$ cat src/design/khm_pkg.sv
// ============================================================================
// khm_pkg: key to HID event mapper shared definitions
// Sizes, table layout, codes and the control/status bundles between the
// controller and the datapath.
// ============================================================================
`default_nettype none

package khm_pkg;

    // Table geometry
    localparam int NUM_KEYS        = 8;
    localparam int ROW_BYTES       = 12;
    localparam int MAX_MACRO_CODES = 10;
    localparam int TABLE_SIZE      = NUM_KEYS * ROW_BYTES;
    localparam int ADDR_W          = $clog2(TABLE_SIZE);
    localparam int OFF_W           = $clog2(ROW_BYTES);
    localparam int MACRO_CAP       = (MAX_MACRO_CODES < ROW_BYTES - 2) ?
                                     MAX_MACRO_CODES : ROW_BYTES - 2;
    localparam int CNT_W           = $clog2(MACRO_CAP + 1);

    // Field widths fixed by the item format
    localparam int KEY_W      = 3;
    localparam int TADDR_W    = 7;
    localparam int BYTE_W     = 8;
    localparam int LED_W      = 8;
    localparam int LEDS_W     = 64;
    localparam int REPORT_N   = 8;
    localparam int CFG_IDX_W  = 1;
    localparam int S_DATA_W   = 24;
    localparam int M_DATA_W   = 80;

    // Register indexes
    localparam logic [CFG_IDX_W-1:0] CFG_LED_MAX  = 1'd0;
    localparam logic [CFG_IDX_W-1:0] CFG_LED_GLOW = 1'd1;

    localparam logic [LED_W-1:0] LED_MAX_RESET  = 8'd127;
    localparam logic [LED_W-1:0] LED_GLOW_RESET = 8'd1;

    // Key types in row byte 0
    localparam logic [BYTE_W-1:0] KEYBOARD = 8'd0;
    localparam logic [BYTE_W-1:0] CONSUMER = 8'd1;
    localparam logic [BYTE_W-1:0] MACRO    = 8'd2;

    // Row byte offsets
    localparam logic [OFF_W-1:0] OFF_TYPE      = OFF_W'(0);
    localparam logic [OFF_W-1:0] OFF_KBD0_MOD  = OFF_W'(1);
    localparam logic [OFF_W-1:0] OFF_KBD0_CODE = OFF_W'(2);
    localparam logic [OFF_W-1:0] OFF_KBD1_MOD  = OFF_W'(3);
    localparam logic [OFF_W-1:0] OFF_KBD1_CODE = OFF_W'(4);
    localparam logic [OFF_W-1:0] OFF_CONS0     = OFF_W'(1);
    localparam logic [OFF_W-1:0] OFF_CONS1     = OFF_W'(2);
    localparam logic [OFF_W-1:0] OFF_COUNT     = OFF_W'(1);
    localparam logic [OFF_W-1:0] OFF_MACRO0    = OFF_W'(2);
    localparam logic [OFF_W-1:0] OFF_MACRO_NXT = OFF_W'(3);

    typedef enum logic [1:0] {
        REQ_KEY   = 2'd0,
        REQ_WRITE = 2'd1,
        REQ_FADE  = 2'd2
    } req_type_t;

    typedef enum logic [2:0] {
        EV_KBD_PRESS    = 3'd0,
        EV_KBD_RELEASE  = 3'd1,
        EV_CONS_PRESS   = 3'd2,
        EV_CONS_RELEASE = 3'd3,
        EV_LED_REPORT   = 3'd4
    } event_kind_t;

    typedef enum logic [1:0] {
        TC_KEYBOARD,
        TC_CONSUMER,
        TC_MACRO,
        TC_OTHER
    } type_class_t;

    typedef enum logic [2:0] {
        RD_TYPE,
        RD_KBD_MOD,
        RD_KBD_CODE,
        RD_CONS_CODE,
        RD_COUNT,
        RD_MACRO_FIRST,
        RD_MACRO_NEXT
    } rd_sel_t;

    typedef enum logic [3:0] {
        S_IDLE,
        S_DISPATCH,
        S_TYPE,
        S_MOD,
        S_EMIT_KBD,
        S_EMIT_CONS,
        S_CNT,
        S_MPRESS,
        S_MREL,
        S_LED
    } state_t;

    typedef struct packed {
        logic        ld_item;
        logic        tbl_wr;
        logic        upd_key;
        logic        rd_en;
        rd_sel_t     rd_sel;
        logic        ld_mod;
        logic        ld_cnt;
        logic        inc_j;
        logic        emit;
        event_kind_t kind;
        logic        zero_mod;
        logic        last;
        logic        flip;
        logic        fade;
    } khm_cmd_t;

    typedef struct packed {
        req_type_t   req;
        logic        key_ok;
        logic        changed;
        logic        cur;
        type_class_t tclass;
        logic        cnt_zero;
        logic        j_last;
        logic        out_free;
    } khm_stat_t;

endpackage

`default_nettype wire

$ cat src/design/khm_ram.sv
// ============================================================================
// khm_ram: generic single-port-write, single-port-read RAM
// One write and one registered read per cycle; read data holds between reads.
// ============================================================================
`default_nettype none

module khm_ram #(
    parameter int WIDTH = 8,
    parameter int DEPTH = 96
) (
    input  wire logic                     clk,
    input  wire logic                     we,
    input  wire logic [$clog2(DEPTH)-1:0] waddr,
    input  wire logic [WIDTH-1:0]         wdata,
    input  wire logic                     re,
    input  wire logic [$clog2(DEPTH)-1:0] raddr,
    output logic      [WIDTH-1:0]         rdata
);

    logic [WIDTH-1:0] mem [DEPTH];

    always_ff @(posedge clk)
    begin
        if (we)
        begin
            mem[waddr] <= wdata;
        end
        if (re)
        begin
            rdata <= mem[raddr];
        end
    end

endmodule

`default_nettype wire

$ cat src/design/khm_ctrl.sv
// ============================================================================
// khm_ctrl: sequencer of the key to HID event mapper
// Walks one item through table reads and beats; one step a cycle, bar stalls.
// ============================================================================
`default_nettype none

module khm_ctrl (
    input  wire logic               clk,
    input  wire logic               rst_n,
    input  wire logic               s_tvalid,
    output logic                    s_tready,
    input  wire khm_pkg::khm_stat_t stat,
    output khm_pkg::khm_cmd_t       cmd
);

    khm_pkg::state_t state_reg;
    khm_pkg::state_t state_next;

    always_ff @(posedge clk or negedge rst_n)
    begin
        if (!rst_n)
        begin
            state_reg <= khm_pkg::S_IDLE;
        end
        else
        begin
            state_reg <= state_next;
        end
    end

    always_comb
    begin
        state_next = state_reg;
        cmd        = '0;
        s_tready   = 1'b0;
        unique case (state_reg)
            khm_pkg::S_IDLE:
            begin
                s_tready = 1'b1;
                if (s_tvalid)
                begin
                    cmd.ld_item = 1'b1;
                    state_next  = khm_pkg::S_DISPATCH;
                end
            end
            khm_pkg::S_DISPATCH:
            begin
                state_next = khm_pkg::S_IDLE;
                unique case (stat.req)
                    khm_pkg::REQ_WRITE:
                    begin
                        cmd.tbl_wr = 1'b1;
                    end
                    khm_pkg::REQ_FADE:
                    begin
                        state_next = khm_pkg::S_LED;
                    end
                    khm_pkg::REQ_KEY:
                    begin
                        if (stat.key_ok)
                        begin
                            cmd.upd_key = 1'b1;
                            if (stat.changed)
                            begin
                                cmd.rd_en  = 1'b1;
                                cmd.rd_sel = khm_pkg::RD_TYPE;
                                state_next = khm_pkg::S_TYPE;
                            end
                        end
                    end
                    default:
                    begin
                        state_next = khm_pkg::S_IDLE;
                    end
                endcase
            end
            khm_pkg::S_TYPE:
            begin
                state_next = khm_pkg::S_IDLE;
                unique case (stat.tclass)
                    khm_pkg::TC_KEYBOARD:
                    begin
                        cmd.rd_en  = 1'b1;
                        cmd.rd_sel = khm_pkg::RD_KBD_MOD;
                        state_next = khm_pkg::S_MOD;
                    end
                    khm_pkg::TC_CONSUMER:
                    begin
                        cmd.rd_en  = 1'b1;
                        cmd.rd_sel = khm_pkg::RD_CONS_CODE;
                        state_next = khm_pkg::S_EMIT_CONS;
                    end
                    khm_pkg::TC_MACRO:
                    begin
                        // macro release sends nothing
                        if (stat.cur)
                        begin
                            cmd.rd_en  = 1'b1;
                            cmd.rd_sel = khm_pkg::RD_COUNT;
                            state_next = khm_pkg::S_CNT;
                        end
                    end
                    default:
                    begin
                        state_next = khm_pkg::S_IDLE;
                    end
                endcase
            end
            khm_pkg::S_MOD:
            begin
                cmd.ld_mod = 1'b1;
                cmd.rd_en  = 1'b1;
                cmd.rd_sel = khm_pkg::RD_KBD_CODE;
                state_next = khm_pkg::S_EMIT_KBD;
            end
            khm_pkg::S_EMIT_KBD:
            begin
                if (stat.out_free)
                begin
                    cmd.emit   = 1'b1;
                    cmd.kind   = stat.cur ? khm_pkg::EV_KBD_PRESS : khm_pkg::EV_KBD_RELEASE;
                    cmd.last   = 1'b1;
                    cmd.flip   = !stat.cur;
                    state_next = khm_pkg::S_IDLE;
                end
            end
            khm_pkg::S_EMIT_CONS:
            begin
                if (stat.out_free)
                begin
                    cmd.emit     = 1'b1;
                    cmd.kind     = stat.cur ? khm_pkg::EV_CONS_PRESS
                                            : khm_pkg::EV_CONS_RELEASE;
                    cmd.zero_mod = 1'b1;
                    cmd.last     = 1'b1;
                    cmd.flip     = !stat.cur;
                    state_next   = khm_pkg::S_IDLE;
                end
            end
            khm_pkg::S_CNT:
            begin
                cmd.ld_cnt = 1'b1;
                if (stat.cnt_zero)
                begin
                    state_next = khm_pkg::S_IDLE;
                end
                else
                begin
                    cmd.rd_en  = 1'b1;
                    cmd.rd_sel = khm_pkg::RD_MACRO_FIRST;
                    state_next = khm_pkg::S_MPRESS;
                end
            end
            khm_pkg::S_MPRESS:
            begin
                if (stat.out_free)
                begin
                    cmd.emit     = 1'b1;
                    cmd.kind     = khm_pkg::EV_KBD_PRESS;
                    cmd.zero_mod = 1'b1;
                    state_next   = khm_pkg::S_MREL;
                end
            end
            khm_pkg::S_MREL:
            begin
                if (stat.out_free)
                begin
                    cmd.emit     = 1'b1;
                    cmd.kind     = khm_pkg::EV_KBD_RELEASE;
                    cmd.zero_mod = 1'b1;
                    cmd.last     = stat.j_last;
                    if (stat.j_last)
                    begin
                        state_next = khm_pkg::S_IDLE;
                    end
                    else
                    begin
                        // fetch the next code while the release beat goes out
                        cmd.rd_en  = 1'b1;
                        cmd.rd_sel = khm_pkg::RD_MACRO_NEXT;
                        cmd.inc_j  = 1'b1;
                        state_next = khm_pkg::S_MPRESS;
                    end
                end
            end
            khm_pkg::S_LED:
            begin
                if (stat.out_free)
                begin
                    cmd.emit   = 1'b1;
                    cmd.kind   = khm_pkg::EV_LED_REPORT;
                    cmd.last   = 1'b1;
                    cmd.fade   = 1'b1;
                    state_next = khm_pkg::S_IDLE;
                end
            end
            default:
            begin
                state_next = khm_pkg::S_IDLE;
            end
        endcase
    end

    // never load the output register while it still holds an untaken beat
    a_emit_free: assert property (@(posedge clk) disable iff (!rst_n)
        cmd.emit |-> stat.out_free)
        else $error("beat emitted while output busy");

endmodule

`default_nettype wire

$ cat src/design/khm_dp.sv
// ============================================================================
// khm_dp: datapath of the key to HID event mapper
// Item registers, key table, per-key state, LED levels and output register.
// ============================================================================
`default_nettype none

module khm_dp (
    input  wire logic                                clk,
    input  wire logic                                rst_n,
    input  wire khm_pkg::khm_cmd_t                   cmd,
    output khm_pkg::khm_stat_t                       stat,
    input  wire logic [1:0]                          in_req_type,
    input  wire logic [khm_pkg::KEY_W-1:0]           in_key_index,
    input  wire logic                                in_pressed,
    input  wire logic [khm_pkg::TADDR_W-1:0]         in_table_address,
    input  wire logic [khm_pkg::BYTE_W-1:0]          in_table_byte,
    input  wire logic                                cfg_we,
    input  wire logic [khm_pkg::CFG_IDX_W-1:0]       cfg_index,
    input  wire logic [khm_pkg::LED_W-1:0]           cfg_data,
    output logic                                     m_tvalid,
    input  wire logic                                m_tready,
    output logic [2:0]                               m_kind,
    output logic [khm_pkg::BYTE_W-1:0]               m_modifier,
    output logic [khm_pkg::BYTE_W-1:0]               m_key_code,
    output logic [khm_pkg::LEDS_W-1:0]               m_led_levels,
    output logic                                     m_last
);

    // item registers
    khm_pkg::req_type_t                 req_reg;
    logic [khm_pkg::KEY_W-1:0]          key_reg;
    logic                               cur_reg;
    logic [khm_pkg::TADDR_W-1:0]        taddr_reg;
    logic [khm_pkg::BYTE_W-1:0]         tbyte_reg;

    // config
    logic [khm_pkg::LED_W-1:0]          max_reg;
    logic [khm_pkg::LED_W-1:0]          glow_reg;

    // per-key state
    logic                               last_reg   [khm_pkg::NUM_KEYS];
    logic                               toggle_reg [khm_pkg::NUM_KEYS];
    logic [khm_pkg::LED_W-1:0]          led_reg    [khm_pkg::NUM_KEYS];

    logic [khm_pkg::BYTE_W-1:0]         mod_reg;
    logic [khm_pkg::CNT_W-1:0]          cnt_reg;
    logic [khm_pkg::CNT_W-1:0]          j_reg;

    logic                               out_valid_reg;
    khm_pkg::event_kind_t               out_kind_reg;
    logic [khm_pkg::BYTE_W-1:0]         out_mod_reg;
    logic [khm_pkg::BYTE_W-1:0]         out_code_reg;
    logic [khm_pkg::LEDS_W-1:0]         out_leds_reg;
    logic                               out_last_reg;

    logic [khm_pkg::BYTE_W-1:0]         ram_q;
    logic [khm_pkg::ADDR_W-1:0]         row_base;
    logic [khm_pkg::OFF_W-1:0]          rd_off;
    logic [khm_pkg::ADDR_W-1:0]         rd_addr;
    logic                               tbl_we;
    logic                               key_ok;
    logic                               tog;
    logic [khm_pkg::CNT_W-1:0]          cnt_cap;
    logic [khm_pkg::LEDS_W-1:0]         leds_packed;

    assign key_ok   = 32'(key_reg) < khm_pkg::NUM_KEYS;
    assign tog      = toggle_reg[key_reg];
    assign row_base = khm_pkg::ADDR_W'(32'(key_reg) * khm_pkg::ROW_BYTES);
    assign rd_addr  = row_base + khm_pkg::ADDR_W'(rd_off);
    assign tbl_we   = cmd.tbl_wr && (32'(taddr_reg) < khm_pkg::TABLE_SIZE);
    assign cnt_cap  = (ram_q > khm_pkg::BYTE_W'(khm_pkg::MACRO_CAP)) ?
                      khm_pkg::CNT_W'(khm_pkg::MACRO_CAP) : khm_pkg::CNT_W'(ram_q);

    always_comb
    begin
        unique case (cmd.rd_sel)
            khm_pkg::RD_TYPE:        rd_off = khm_pkg::OFF_TYPE;
            khm_pkg::RD_KBD_MOD:     rd_off = tog ? khm_pkg::OFF_KBD1_MOD
                                                  : khm_pkg::OFF_KBD0_MOD;
            khm_pkg::RD_KBD_CODE:    rd_off = tog ? khm_pkg::OFF_KBD1_CODE
                                                  : khm_pkg::OFF_KBD0_CODE;
            khm_pkg::RD_CONS_CODE:   rd_off = tog ? khm_pkg::OFF_CONS1
                                                  : khm_pkg::OFF_CONS0;
            khm_pkg::RD_COUNT:       rd_off = khm_pkg::OFF_COUNT;
            khm_pkg::RD_MACRO_FIRST: rd_off = khm_pkg::OFF_MACRO0;
            khm_pkg::RD_MACRO_NEXT:  rd_off = khm_pkg::OFF_MACRO_NXT
                                              + khm_pkg::OFF_W'(j_reg);
            default:                 rd_off = khm_pkg::OFF_TYPE;
        endcase
    end

    always_comb
    begin
        leds_packed = '0;
        for (int i = 0; i < khm_pkg::NUM_KEYS; i++)
        begin
            if (i < khm_pkg::REPORT_N)
            begin
                leds_packed[i*khm_pkg::LED_W +: khm_pkg::LED_W] = led_reg[i];
            end
        end
    end

    khm_ram #(
        .WIDTH (khm_pkg::BYTE_W),
        .DEPTH (khm_pkg::TABLE_SIZE)
    ) u_table (
        .clk   (clk),
        .we    (tbl_we),
        .waddr (khm_pkg::ADDR_W'(taddr_reg)),
        .wdata (tbyte_reg),
        .re    (cmd.rd_en),
        .raddr (rd_addr),
        .rdata (ram_q)
    );

    // status
    always_comb
    begin
        stat.req      = req_reg;
        stat.key_ok   = key_ok;
        stat.changed  = cur_reg != last_reg[key_reg];
        stat.cur      = cur_reg;
        if (ram_q == khm_pkg::KEYBOARD)
        begin
            stat.tclass = khm_pkg::TC_KEYBOARD;
        end
        else if (ram_q == khm_pkg::CONSUMER)
        begin
            stat.tclass = khm_pkg::TC_CONSUMER;
        end
        else if (ram_q == khm_pkg::MACRO)
        begin
            stat.tclass = khm_pkg::TC_MACRO;
        end
        else
        begin
            stat.tclass = khm_pkg::TC_OTHER;
        end
        stat.cnt_zero = cnt_cap == '0;
        stat.j_last   = (j_reg + khm_pkg::CNT_W'(1)) == cnt_reg;
        stat.out_free = !out_valid_reg || m_tready;
    end

    // item and work registers (payload, no reset)
    always_ff @(posedge clk)
    begin
        if (cmd.ld_item)
        begin
            req_reg   <= khm_pkg::req_type_t'(in_req_type);
            key_reg   <= in_key_index;
            cur_reg   <= in_pressed;
            taddr_reg <= in_table_address;
            tbyte_reg <= in_table_byte;
        end
        if (cmd.ld_mod)
        begin
            mod_reg <= ram_q;
        end
        if (cmd.ld_cnt)
        begin
            cnt_reg <= cnt_cap;
            j_reg   <= '0;
        end
        else if (cmd.inc_j)
        begin
            j_reg <= j_reg + khm_pkg::CNT_W'(1);
        end
        if (cmd.emit)
        begin
            out_kind_reg <= cmd.kind;
            out_last_reg <= cmd.last;
            if (cmd.kind == khm_pkg::EV_LED_REPORT)
            begin
                out_mod_reg  <= '0;
                out_code_reg <= '0;
                out_leds_reg <= leds_packed;
            end
            else
            begin
                out_mod_reg  <= cmd.zero_mod ? '0 : mod_reg;
                out_code_reg <= ram_q;
                out_leds_reg <= '0;
            end
        end
    end

    // config, key state, LED levels, output valid
    always_ff @(posedge clk or negedge rst_n)
    begin
        if (!rst_n)
        begin
            max_reg       <= khm_pkg::LED_MAX_RESET;
            glow_reg      <= khm_pkg::LED_GLOW_RESET;
            out_valid_reg <= 1'b0;
            for (int i = 0; i < khm_pkg::NUM_KEYS; i++)
            begin
                last_reg[i]   <= 1'b0;
                toggle_reg[i] <= 1'b0;
                led_reg[i]    <= (khm_pkg::NUM_KEYS > 1 && i == 1) ?
                                 khm_pkg::LED_MAX_RESET : '0;
            end
        end
        else
        begin
            if (cfg_we)
            begin
                case (cfg_index)
                    khm_pkg::CFG_LED_MAX:  max_reg  <= cfg_data;
                    khm_pkg::CFG_LED_GLOW: glow_reg <= cfg_data;
                    default: ;
                endcase
            end
            if (cmd.upd_key)
            begin
                last_reg[key_reg] <= cur_reg;
                if (cur_reg)
                begin
                    led_reg[key_reg] <= max_reg;
                end
            end
            if (cmd.flip)
            begin
                toggle_reg[key_reg] <= !tog;
            end
            if (cmd.fade)
            begin
                for (int i = 0; i < khm_pkg::NUM_KEYS; i++)
                begin
                    if (led_reg[i] > glow_reg)
                    begin
                        led_reg[i] <= led_reg[i] - khm_pkg::LED_W'(1);
                    end
                end
            end
            if (cmd.emit)
            begin
                out_valid_reg <= 1'b1;
            end
            else if (m_tready)
            begin
                out_valid_reg <= 1'b0;
            end
        end
    end

    assign m_tvalid     = out_valid_reg;
    assign m_kind       = out_kind_reg;
    assign m_modifier   = out_mod_reg;
    assign m_key_code   = out_code_reg;
    assign m_led_levels = out_leds_reg;
    assign m_last       = out_last_reg;

    a_rw_apart: assert property (@(posedge clk) disable iff (!rst_n)
        !(cmd.tbl_wr && cmd.rd_en))
        else $error("table write and read in one cycle");

    a_j_bound: assert property (@(posedge clk) disable iff (!rst_n)
        cmd.inc_j |-> ((j_reg + khm_pkg::CNT_W'(1)) < cnt_reg))
        else $error("macro index past stored count");

endmodule

`default_nettype wire

$ cat src/design/key_to_hid_event_mapper_unit.sv
// ============================================================================
// key_to_hid_event_mapper_unit: key level samples to HID events
// Top level: stream ports, configuration port, sequencer and datapath.
// ============================================================================
// One item is in work at a time; s_tready is high only while the sequencer
// is idle. A table write or an unchanged key sample ends at dispatch, a fade
// tick adds one LED report beat, a keyboard item reads type, modifier and
// code, a consumer item type and code, a macro press with n codes (n capped
// at 10) type and count, then a press and a release beat per code: the key
// table is one memory with a registered read port, so each byte fetched is
// its own step, and the macro loop fetches the next code while the release
// beat of the current one goes out. Every beat is held in an output register,
// so a stalled consumer just stretches the item by the stall. The key table
// has no reset: each row must be written before its key is sampled.
// ============================================================================
`default_nettype none

module key_to_hid_event_mapper_unit (
    input  wire logic                              clk,
    input  wire logic                              rst_n,
    // slave stream: one request per beat
    input  wire logic                              s_tvalid,
    output logic                                   s_tready,
    // [2:0] key_index, [3] pressed, [10:4] table_address, [18:11] table_byte,
    // [23:19] zero
    input  wire logic [khm_pkg::S_DATA_W-1:0]      s_tdata,
    // [1:0] req_type
    input  wire logic [1:0]                        s_tuser,
    // master stream: one event per beat
    output logic                                   m_tvalid,
    input  wire logic                              m_tready,
    // [7:0] modifier, [15:8] key_code, [79:16] led_levels
    output logic [khm_pkg::M_DATA_W-1:0]           m_tdata,
    // [2:0] event_kind
    output logic [2:0]                             m_tuser,
    // last_of_run
    output logic                                   m_tlast,
    // configuration: 0 led_max_level, 1 led_glow_level
    input  wire logic                              cfg_we,
    input  wire logic [khm_pkg::CFG_IDX_W-1:0]     cfg_index,
    input  wire logic [khm_pkg::LED_W-1:0]         cfg_data
);

    khm_pkg::khm_cmd_t  cmd;
    khm_pkg::khm_stat_t stat;

    logic [khm_pkg::BYTE_W-1:0] modifier;
    logic [khm_pkg::BYTE_W-1:0] key_code;
    logic [khm_pkg::LEDS_W-1:0] led_levels;

    khm_ctrl u_ctrl (
        .clk      (clk),
        .rst_n    (rst_n),
        .s_tvalid (s_tvalid),
        .s_tready (s_tready),
        .stat     (stat),
        .cmd      (cmd)
    );

    khm_dp u_dp (
        .clk              (clk),
        .rst_n            (rst_n),
        .cmd              (cmd),
        .stat             (stat),
        .in_req_type      (s_tuser),
        .in_key_index     (s_tdata[2:0]),
        .in_pressed       (s_tdata[3]),
        .in_table_address (s_tdata[10:4]),
        .in_table_byte    (s_tdata[18:11]),
        .cfg_we           (cfg_we),
        .cfg_index        (cfg_index),
        .cfg_data         (cfg_data),
        .m_tvalid         (m_tvalid),
        .m_tready         (m_tready),
        .m_kind           (m_tuser),
        .m_modifier       (modifier),
        .m_key_code       (key_code),
        .m_led_levels     (led_levels),
        .m_last           (m_tlast)
    );

    assign m_tdata = {led_levels, key_code, modifier};

    // one item at a time: an accepted beat closes the input until it is done
    a_one_item: assert property (@(posedge clk) disable iff (!rst_n)
        (s_tvalid && s_tready) |=> !s_tready)
        else $error("input reopened right after accept");

endmodule

`default_nettype wire

$ cat config.mk
export PLATFORM = sky130hd
export DESIGN_NAME = key_to_hid_event_mapper_unit
export DESIGN_NICKNAME = d
export VERILOG_FILES = /design/src/design/khm_pkg.sv /design/src/design/khm_ram.sv /design/src/design/khm_ctrl.sv /design/src/design/khm_dp.sv /design/src/design/key_to_hid_event_mapper_unit.sv
export SDC_FILE = /design/constraint.sdc
export NUM_CORES = 1
export LEC_CHECK = 0
export ABC_AREA = 1
export BUFFER_PORTS_ARGS = -buffer_cell sky130_fd_sc_hd__buf_2
export CORE_MARGIN = 4
export CORE_UTILIZATION = 57
export DETAILED_ROUTE_END_ITERATION = 12
export PLACE_DENSITY = 0.76
export SLEW_MARGIN = 20
export SYNTH_ARGS = -nofsm -noshare
export SYNTH_HDL_FRONTEND = slang
export SYNTH_SLANG_ARGS = --single-unit
$ cat constraint.sdc
create_clock -name clk -period 7.1 [get_ports clk]
set_input_delay 0.71 -clock clk [delete_from_list [all_inputs] [get_ports clk]]
set_output_delay 0.71 -clock clk [all_outputs]
set_load 0.03 [all_outputs]
After elaboration in Yosys (flattened, before gate mapping)
Memories as Yosys holds them, arrays and structs flattened. A register that Yosys moved wholly into a read port is not among the register bits. Index checks and enable logic that the tools add are counted.

Bitwise logic cells: 2. Equal/unequal tests: 28. Reductions and logical operators: 17. Add/subtract/negate cells: 11. $lt $le $gt $ge: 12. Multiplexer cells: 78. $mul: 1.

Operators by type and width (count): $mux 64 (3); $mux 8 (9); $bwmux 64 (1); $gt 8x8->1 (8); $sub 8x1->8 const B (8); $mux 4 (12); $pmux 4 s5 (2); $pmux 4 s8 (1); $demux 8 s3 (1); $pmux 4 s6 (1); $mux 1 (22); $bwmux 8 (2); $eq 4x3->1 const B (4); $mux 2 (7); $mux 7 (2); $eq 3x3->1 const B (4); $mux 3 (4); $pmux 4 s3 (1); $mux 5 (2); $pmux 3 s3 (1); $eq 4x2->1 const B (2); $eq 4x4->1 const B (2); $eq 8x1->1 const B (1); $eq 8x2->1 const B (1); 36 further kinds (48).

Output and inout port bits: 86. Logic and storage cells: 191. Bits of input ports: 40. Memories: 1. Register bits after elaboration: 222. Bits in writable memories: 768.

Memories: u_dp.u_table.mem (depth 96, width 8, rd ports 1, clocked after memory_dff 1, wr ports 1, line khm_ram.sv:20) `logic [WIDTH-1:0] mem [DEPTH];`.

Longest topological paths before layout
Gate-level depths: netlist (run 1).

Depth in word-level cells: 11. Mapped depth: 23.

Modules after synthesis
A second synthesis (run 1) with hierarchy kept.

Cell total of the unflattened synthesis: 4162. Area, all modules: 44254.9 µm².

Modules (own cells, without submodules): khm_ram (times used 1, cells an instance 2674, sequential area each 23302.3 µm², area an instance 31764.2 µm²); khm_dp (times used 1, cells an instance 1376, sequential area each 6039.5 µm², area an instance 11917.7 µm²); khm_ctrl (times used 1, cells an instance 112, sequential area each 100.1 µm², area an instance 573.0 µm²).

Least setup slack after synthesis (run 1)
Ideal clock, no wire load.

Kind: in2reg. Start: in m_tready. End: reg u_dp.out_valid_reg (netlist: u_dp.m_tvalid). Arrival: 7.509 ns. Stages on the path: 5. Slack: -0.512 ns. Path buffers: 0. Path through: nor2_1 inv_1 nand2_1 o21ai_0 or2_2.

RTL lines: from (decl) (line key_to_hid_event_mapper_unit.sv:31) `input wire logic m_tready,`; to (signal assigned) (line khm_dp.sv:195) `out_valid_reg <= 1'b0;`; to (signal assigned) (line khm_dp.sv:238) `out_valid_reg <= 1'b1;`; to (signal assigned) (line khm_dp.sv:242) `out_valid_reg <= 1'b0;`; to (decl) (line khm_dp.sv:49) `logic out_valid_reg;`.

Worst setup path in the final report (run 1)
Start: reg u_dp.j_reg[0] in the netlist's numbering. End: reg u_dp.u_table.rdata[0], read port of u_dp.u_table.mem (data pin).

Word-level cells in the longest chain between the ends: 8. Elaborated cells on any way between the ends: 14. Classes of those cells: 3 x add/sub; 7 x eq/ne; 4 x mux.

RTL lines: from (decl) (line khm_dp.sv:47) `logic [khm_pkg::CNT_W-1:0] j_reg;`; from (signal assigned) (line khm_dp.sv:167) `j_reg <= j_reg + khm_pkg::CNT_W'(1);`; $add 4x1->4 (line khm_dp.sv:141) `stat.j_last = (j_reg + khm_pkg::CNT_W'(1)) == cnt_reg;`; $eq 4x4->1 (line khm_dp.sv:141); $mux 4 (line khm_ctrl.sv:172) `if (stat.j_last)`; $mux 4 (line khm_ctrl.sv:166) `if (stat.out_free)`; $pmux 4 s5 (line khm_ctrl.sv:36) `unique case (state_reg)`; $eq 3x3->1 (tied with other cells) (line khm_dp.sv:76) `unique case (cmd.rd_sel)`; $pmux 4 s6 (line khm_dp.sv:76); $add 7x4->7 (line khm_dp.sv:69) `assign rd_addr = row_base + khm_pkg::ADDR_W'(rd_off);`; to (decl) (line khm_ram.sv:17) `output logic [WIDTH-1:0] rdata`.

Several ways; a longest one is shown, not always the timed one. A chain may end at the register's enable or synchronous reset.

==> results of run 1 <==
-- what timing repair did --
item	CTS	global route
gates resized for setup	0	0
hold buffers	1	0
endpoints found under the hold margin	19	0
-- area by class of cell --
cell class / instances / area [um^2]
clock inverter: 67 / 921
timing repair buffer: 160 / 1030
clock buffer: 118 / 2590
sequential: 998 / 29400
multi-input combinational: 2443 / 13000
inverter: 550 / 2070
fill: 5985 / 28800
tap: 1050 / 1310
-- kinds of logic after synthesis --
group | after synthesis
compound gates | 389
xor+xnor | 49
fa+ha+maj | 83
buf+inv | 779
flops | 998
mux | 8
simple gates | 1914
-- power groups by stage --
stage / logic, mW / clock network, mW / registers (mW)
2_1_floorplan: 4.16 / 0 / 8.69
3_3_place_gp: 6.86 / 0 / 8.17
3_5_place_dp: 7.02 / 0 / 8.18
4_1_cts: 7.08 / 5.63 / 8.07
5_1_grt: 7.83 / 5.89 / 8.12
6_report: 7.21 / 5.59 / 8.05
-- per-layer routing --
metal  global-route usage, %  vias up  share of wire (%)
met5                       0        -              0.033
met4                    10.2        6                4.0
met3                    3.98      288                8.7
met2                    42.5     1476                 48
met1                    34.2    15100                 39
li1                        -    14500                  -
-- per-stage QoR --
stage | setup slack, ns | utilization (%)
6_report | 1.68 | 63.6
5_1_grt | 1.42 | 63.6
4_1_cts | 1.81 | 63.5
3_5_place_dp | 1.83 | 59.1
3_3_place_gp | 1.88 | 59.1
2_1_floorplan | 1.84 | -
-- path summary, 6_finish.rpt --
| kind | from | end | cells after the start | slack [ns] |
|---|---|---|---|---|
| worst max-delay path | u_dp.j_reg[0] | u_dp.u_table.rdata[0] | 21 | 1.68 |
| worst min-delay path | s_tdata[10] | u_dp.taddr_reg[6] | 1 | 0.20 |
| worst max register to register | u_dp.j_reg[0] | u_dp.u_table.rdata[0] | 21 | 1.68 |
| worst min register to register | u_dp.led_reg[8] | u_dp.led_reg[8] | 1 | 0.48 |
| max in group asynchronous | rst_n | u_dp.last_reg[4] | 3 | 5.52 |
| min in group asynchronous | rst_n | u_dp.led_reg[40] | 2 | 0.48 |
-- synthesized netlist by cell type, types with 14 or more instances --
master    number
dfrtp_1       86
nand2_1      701
clkbuf_1      80
a21oi_1       46
edfxtp_1     893
buf_4         17
xor2_1        41
nor3_1        14
buf_1         20
nand3b_1     192
nand3_1      633
buf_6         17
o21ai_0      178
o211ai_1     119
nor2_1       277
nand4_1       18
inv_1        543
a31oi_1       19
or2_2         16
ha_1          81
dfstp_2       15
or2_1         48
buf_2         92
-- worst reg2reg max path, stage by stage (launching register included) --
cell and delay, ns:
dfxtp_1 0.48, inv_2 0.09, ha_1 0.38, xnor2_1 0.18, nand2_1 0.07, nor2_1 0.16
nand2_1 0.11, nand2_2 0.23, nor2_1 0.15, nor2_4 0.12, buf_4 0.38, nand2_8 0.58
inv_4 0.96, buf_12 0.37, nand2_1 0.11, nand2_1 0.07, nand2_1 0.05, o211ai_1 0.17
nand3_1 0.18, nand3_1 0.24, nand3_1 0.12, nand2_1 0.09
-- cell usage in the layout, fill, tap and decap left out, types with 100 or more instances in the layout --
master / netlist / final
buf_2: 92 / 119
nand3_1: 633 / 632
nand3b_1: 192 / 192
inv_1: 543 / 542
clkbuf_16: 0 / 100
nand2_1: 701 / 701
nor2_1: 277 / 276
edfxtp_1: 893 / 893
o211ai_1: 119 / 119
o21ai_0: 178 / 177
==> impl_results.md, run 1 <==
* Pin slew with the least headroom to its limit at 1.12 ns
* Vias in the first global route at 30.5k
* DR iter-0 viols at 3,591
* Layout area overhead at 10.4%
* DP HPWL at 63,200 um
* Slowest-stage cell, CP: inv_4
* Required @ worst endpoint at 7.64 ns
* CTS tree: yes
* Via count at 31.4k
* Clock latency at the later pin of the worst-skew pair at 0.69 ns
* Switching pwr at 8.05 mW
* # Post-CTS Setup Buffers at 0
* Cell count after synthesis at 4,220
* H-tree levels at 3
* Sw Share at 38.6%
* Clock skew at 0.0632 ns
* Post-route setup TNS at 0 ns
* First-pass GRT wire length at 171,000 um
* Post-synthesis xor/xnor area fraction at 0.941%
* Setup violators final at 0
* Outcome: finished, final reports clean
* Fin area at 50,300 um^2
* Die outline height at 291 um
* Max VDD drop at 330 uV
* IO Count at 126
* Pre-antenna DRT Iters at 6
* All-Layer GR Usage at 25.6%
* RSZ-0062 raised after global routing: no
* Crit path launch type: flop
* Worst setup EP type: flop
* Most used cell along the critical path: nand2_1
* Syn Nets at 4,343
* Placed cell count at 5,197
* ANT cells at 0
* Max Freq at 185 MHz
* Residual DRC at 0
* Crit Path Category: flop to flop
* DRT Wirelength at 110,000 um
* Worst slew margin at 25.0%
* Register bit total from synthesis at 998
* Row cnt at 103
* Core area at 79,100 um^2
* Post-synthesis sequential area ratio at 64.6%
* Initial Utilization at 57.6%
* Clk sink count at 998
* Gp weighted congestion at 0.854
* Worst hold slack at 0.205 ns
* Largest net degree at the start of global routing at 181
* Syn Area/Cell at 10.8 um^2
* Crit path max fanout at 138
* Bufs and invs on worst path at 4
* Max cap viols at 0
* Yosys cell types at 51
* Synth Area in Adders at 2.31%
* Async set-reset flop share out of synthesis at 10.1%
* Clock-pin slew on the worst setup and hold paths at 0.07 ns
* Main combinational cell family by area after synthesis: simple AND/OR/NAND/NOR gates
* Share of cells above drive strength 1 at 8.42%
* TritonCTS buffer count at 99
* Yosys warnings at 0
* Final Power at 20.8 mW
* Sequential power share at 38.6%
* Clk root buf: clkbuf_16
* Post-synthesis compound-gate area fraction at 5.17%
* Top delay family on crit path: simple AND/OR/NAND/NOR gates
* Int Power at 12.8 mW
* Fin cells at 5,386
* Ranking of synthesized cells by area: edfxtp_1, nand3_1, nand2_1
* Max Slew Vio Count at 0
* Clock power share at 26.8%
* Mux cell area share after synthesis at 0.178%
* Number of flops mapped to enable cells by yosys at 893
* P per Cell Area at 414 nW/um^2
* Worst Path Arrival at 5.95 ns
* Fin. Hold Viols at 0
* ANT nets after route at 0
* Comb power frac at 34.6%
* Max reg flops at 768
* Antenna violations before repair at 4
* Tcrit/Tclk final at 76.3%
* Predominant post-synthesis flop cell: edfxtp_1
* Die width at 291 um
* Synth Area in Simple Gates at 19.7%
* Mapped Area at 45,600 um^2
* Drt wl/cell at 20.5 um
* CP peak stage delay at 0.83 ns
* Die ar. at 84,600 um^2
* Worst path cell trace: inv_2 > ha_1 > xnor2_1 > nand2_1 > nor2_1 > nand2_1 > nand2_2 > nor2_1 > nor2_4 > buf_4 > nand2_8 > inv_4 > buf_12 > nand2_1 > nand2_1 > nand2_1 > o211ai_1 > nand3_1 > nand3_1 > nand3_1 > nand2_1
* Min Clock Period, post-route at 5.42 ns
* Placed Area at 46,800 um^2
* Total grt overflow at 0
* HP Class: input pin to flop
* Post-synth top area cell: edfxtp_1
* P_leak at 19.6 nW
* Number of vias per cell at 5.83
* Synth top area share at 58.8%
* Port bufs at 120
* Nets at 4,375
* Max Buffers Root-to-Sink at 3
Power figures use the tool's default switching activity.
==> run 2, diff against run 1 <==
ABC_AREA = 0   (was 1)
CORE_UTILIZATION = 56   (was 57)
PLACE_DENSITY = 0.75   (was 0.76)
clock period = 4.6 ns   (was 7.1 ns; I/O delays follow)
==> run 2 against run 1 <==
Die area is 6.0% lower. Clock power grew 42%. Maximum frequency rose by 24%. Non-clock buffer count is 169 higher. Critical path type unchanged.
==> impl_results.md, run 2 <==
* Commonest non-fill, non-tap cells in the layout: edfxtp_1, nand2_1, buf_4, nor2_1, nand3_1
* Post-synth top area cell: edfxtp_1
* Max Buffers Root-to-Sink at 3 (unchanged)
* Core area at 74,400 um^2 (-5.9%)
* Row cnt at 100 (-2.9%)
* Max reg flops at 768 (unchanged)
* Hold Crit Start: s_tdata[1]
* Outcome: finished, final reports clean
* First-pass GRT wire length at 161,000 um (-5.6%)
* Setup violators final at 0 (unchanged)
* H-tree levels at 3 (unchanged)
* Crit Path Category: flop to flop
* Pre-antenna DRT Iters at 8 (+2)
* Worst slew margin at 22.7% (-2.4 points)
* Tcrit/Tclk final at 94.7% (+18 points)
* Nets at 3,189 (-27%)
* Total grt overflow at 0 (unchanged)
* Required @ worst endpoint at 5.00 ns (-2.64 ns)
* Vias in the first global route at 26.1k (-14%)
* Residual DRC at 0 (unchanged)
* Worst hold slack at 0.0455 ns (-0.159 ns)
* ANT nets after route at 0 (unchanged)
* Post-route setup TNS at 0 ns (unchanged)
* Post-synthesis sequential area ratio at 70.0% (+5.5 points)
* Final Power at 28.1 mW (+35%)
* Cell count after synthesis at 2,771 (-34%)
* Port bufs at 120 (unchanged)
* Async set-reset flop share out of synthesis at 10.1% (unchanged)
* Layout area overhead at 15.1%
* Crit path max fanout at 61 (-56%)
* Die ar. at 79,500 um^2 (-6.0%)
* Clk root buf: clkbuf_16
* Antenna violations before repair at 0 (-4)
* Number of flops mapped to enable cells by yosys at 893 (unchanged)
* Pin slew with the least headroom to its limit at 1.16 ns (+0.0433 ns)
* HP Class: input pin to flop
* Max VDD drop at 406 uV (+23%)
* DR iter-0 viols at 3,290 (-8.4%)
* RSZ-0062 raised after global routing: no
* Initial Utilization at 56.5% (-1.2 points)
* Largest net degree at the start of global routing at 97 (-46%)
* Fin. Hold Viols at 0 (unchanged)
* DP HPWL at 67,600 um (+6.9%)
* Clock latency at the later pin of the worst-skew pair at 0.67 ns (-0.02 ns)
* Clk sink count at 998 (unchanged)
* Min Clock Period, post-route at 4.36 ns (-1.06 ns)
* Max Freq at 230 MHz (+24%)
* Register bit total from synthesis at 998 (unchanged)
* Yosys cell types at 78 (+53%)
* Mapped Area at 42,000 um^2 (-7.8%)
* Yosys warnings at 0 (unchanged)
* Syn Area/Cell at 15.2 um^2 (+40%)
* Synth top cells by count: edfxtp_1, nand2_1, nor2_1
* Syn Nets at 2,894 (-33%)
* Number of vias per cell at 6.38 (+9.5%)
* Via count at 26.3k (-16%)
* Fin area at 48,400 um^2 (-3.9%)
* Share of cells above drive strength 1 at 21.8% (+13 points)
* Predominant post-synthesis flop cell: edfxtp_1
* Commonest non-fill, non-tap cell in the layout: edfxtp_1
* DRT Wirelength at 108,000 um (-2.2%)
* Worst setup EP type: flop
* Ranking of synthesized cells by area: edfxtp_1, mux4_2, dfrtp_1
* Worst Path Arrival at 4.76 ns (-1.19 ns)
* TritonCTS buffer count at 99 (unchanged)
* Critical R2R Launch: u_dp.u_table.rdata[7]
* CTS tree: yes
* P_leak at 17.5 nW (-11%)
* Max cap viols at 0 (unchanged)
* Drt wl/cell at 26.2 um (+28%)
* P per Cell Area at 581 nW/um^2 (+40%)
* Crit. Startpoint: u_dp.u_table.rdata[7]
* Crit path launch type: flop
* Placed Area at 44,800 um^2 (-4.1%)
* Util after Layout at 65.0% (+1.3 points)
* Synth top area share at 63.8% (+5.0 points)
* Die outline height at 282 um (-3.0%)
* Max Slew Vio Count at 0 (unchanged)
* Top-count cell post-synth: edfxtp_1
* Clock skew at 0.0309 ns (-0.0323 ns)
* IO Count at 126 (unchanged)
* Gp weighted congestion at 0.934 (+9.5%)
* Clock-pin slew on the worst setup and hold paths at 0.06 ns (about the same)
* Worst reg2reg setup slack at 0.24 ns (-1.44 ns)
* All-Layer GR Usage at 27.1% (+1.5 points)
* Die width at 282 um (-3.0%)
-- run 2: cell types whose count changed in the layout (fill, tap and decap cells not counted), moves of 48 or more --
cell,change
mux4_2,+114
and2_1,+79
mux2i_1,+77
o211ai_1,-111
inv_1,-488
buf_4,+145
nand3_1,-495
o21ai_0,-144
nor2_1,-119
nand3b_1,-188
nand2_1,-359
a21oi_1,+71
or2_1,-48
-- run 2: report_power, final --
group,switching [mW],internal (mW),total (mW)
combinational,5.18,2.88,8.06
clock,3.39,4.54,7.93
sequential,0.782,11.3,12.1
-- run 2: final timing paths --
check | cells past startpoint | to
max | 12 | u_dp.u_table.rdata[2]
min | 1 | u_dp.key_reg[1]
max reg2reg | 12 | u_dp.u_table.rdata[2]
min reg2reg | 2 | u_dp.last_reg[4]
max in group asynchronous | 3 | u_dp.led_reg[27]
min in group asynchronous | 2 | u_dp.m_tvalid
-- run 2: layer usage --
layer	track usage, %	part of all wire [%]	wire length, um	vias up
met1	35.2	37	39500	13100
met3	5.30	9.2	9870	345
met4	11.9	5.0	5410	0
met2	45.0	49	53000	1513
li1	-	-	-	11300
met5	0	0	0	-
-- run 2: cell type report --
class / instances / area, um^2
Sequential cell: 998 / 29400
Clock buffer: 127 / 2700
Multi-Input combinational cell: 1584 / 11800
Tap cell: 969 / 1210
Fill cell: 5041 / 26100
Antenna cell: 1 / 2.50
Inverter: 54 / 203
Clock inverter: 55 / 497
Timing Repair Buffer: 329 / 2470
-- run 2: kinds of logic (layout without fill, tap and decap cells) --
logic type | Yosys count | after routing | share of synthesized area (%)
AND/OR/NAND/NOR | 885 | 885 | 9.77
multiplexers | 232 | 232 | 9.05
XOR/XNOR | 14 | 14 | 0.324
adder cells (fa/ha/maj) | 83 | 83 | 2.51
AO/OA/AOI/OAI | 370 | 370 | 6.34
flip-flops | 998 | 998 | 70.0
buffers and inverters | 189 | 565 | 1.97
other | 0 | 1 | 0
-- run 2: what timing repair did --
action | 4_1_cts | 5_1_grt
buffers inserted | 0 | 1
hold endpoints to repair | 65 | 0
endpoints found under the setup margin | 1 | 7
pin swaps | 0 | 1
resized for setup | 1 | 9
hold buffers | 19 | 0
-- run 2: worst max-delay path: stages (launching register included) --
cell and delay (ns):
edfxtp_1 0.53, nor4_4 0.55, a31o_2 0.23, nand3_1 0.14
a21oi_2 0.26, o21a_4 0.42, buf_12 0.39, mux4_2 0.56
mux2i_1 0.21, o22ai_1 0.15, a211oi_1 0.39, buf_4 0.21
nand3_1 0.07
-- run 2: per-stage QoR --
step | std cells | setup slack [ns]
finish | 4117 | 0.245
global route | 4116 | 0.0622
floorplan | 2771 | 0.218
detailed placement | 3910 | 0.0598
global placement | 3910 | 0.0493
CTS | 4111 | 0.0106
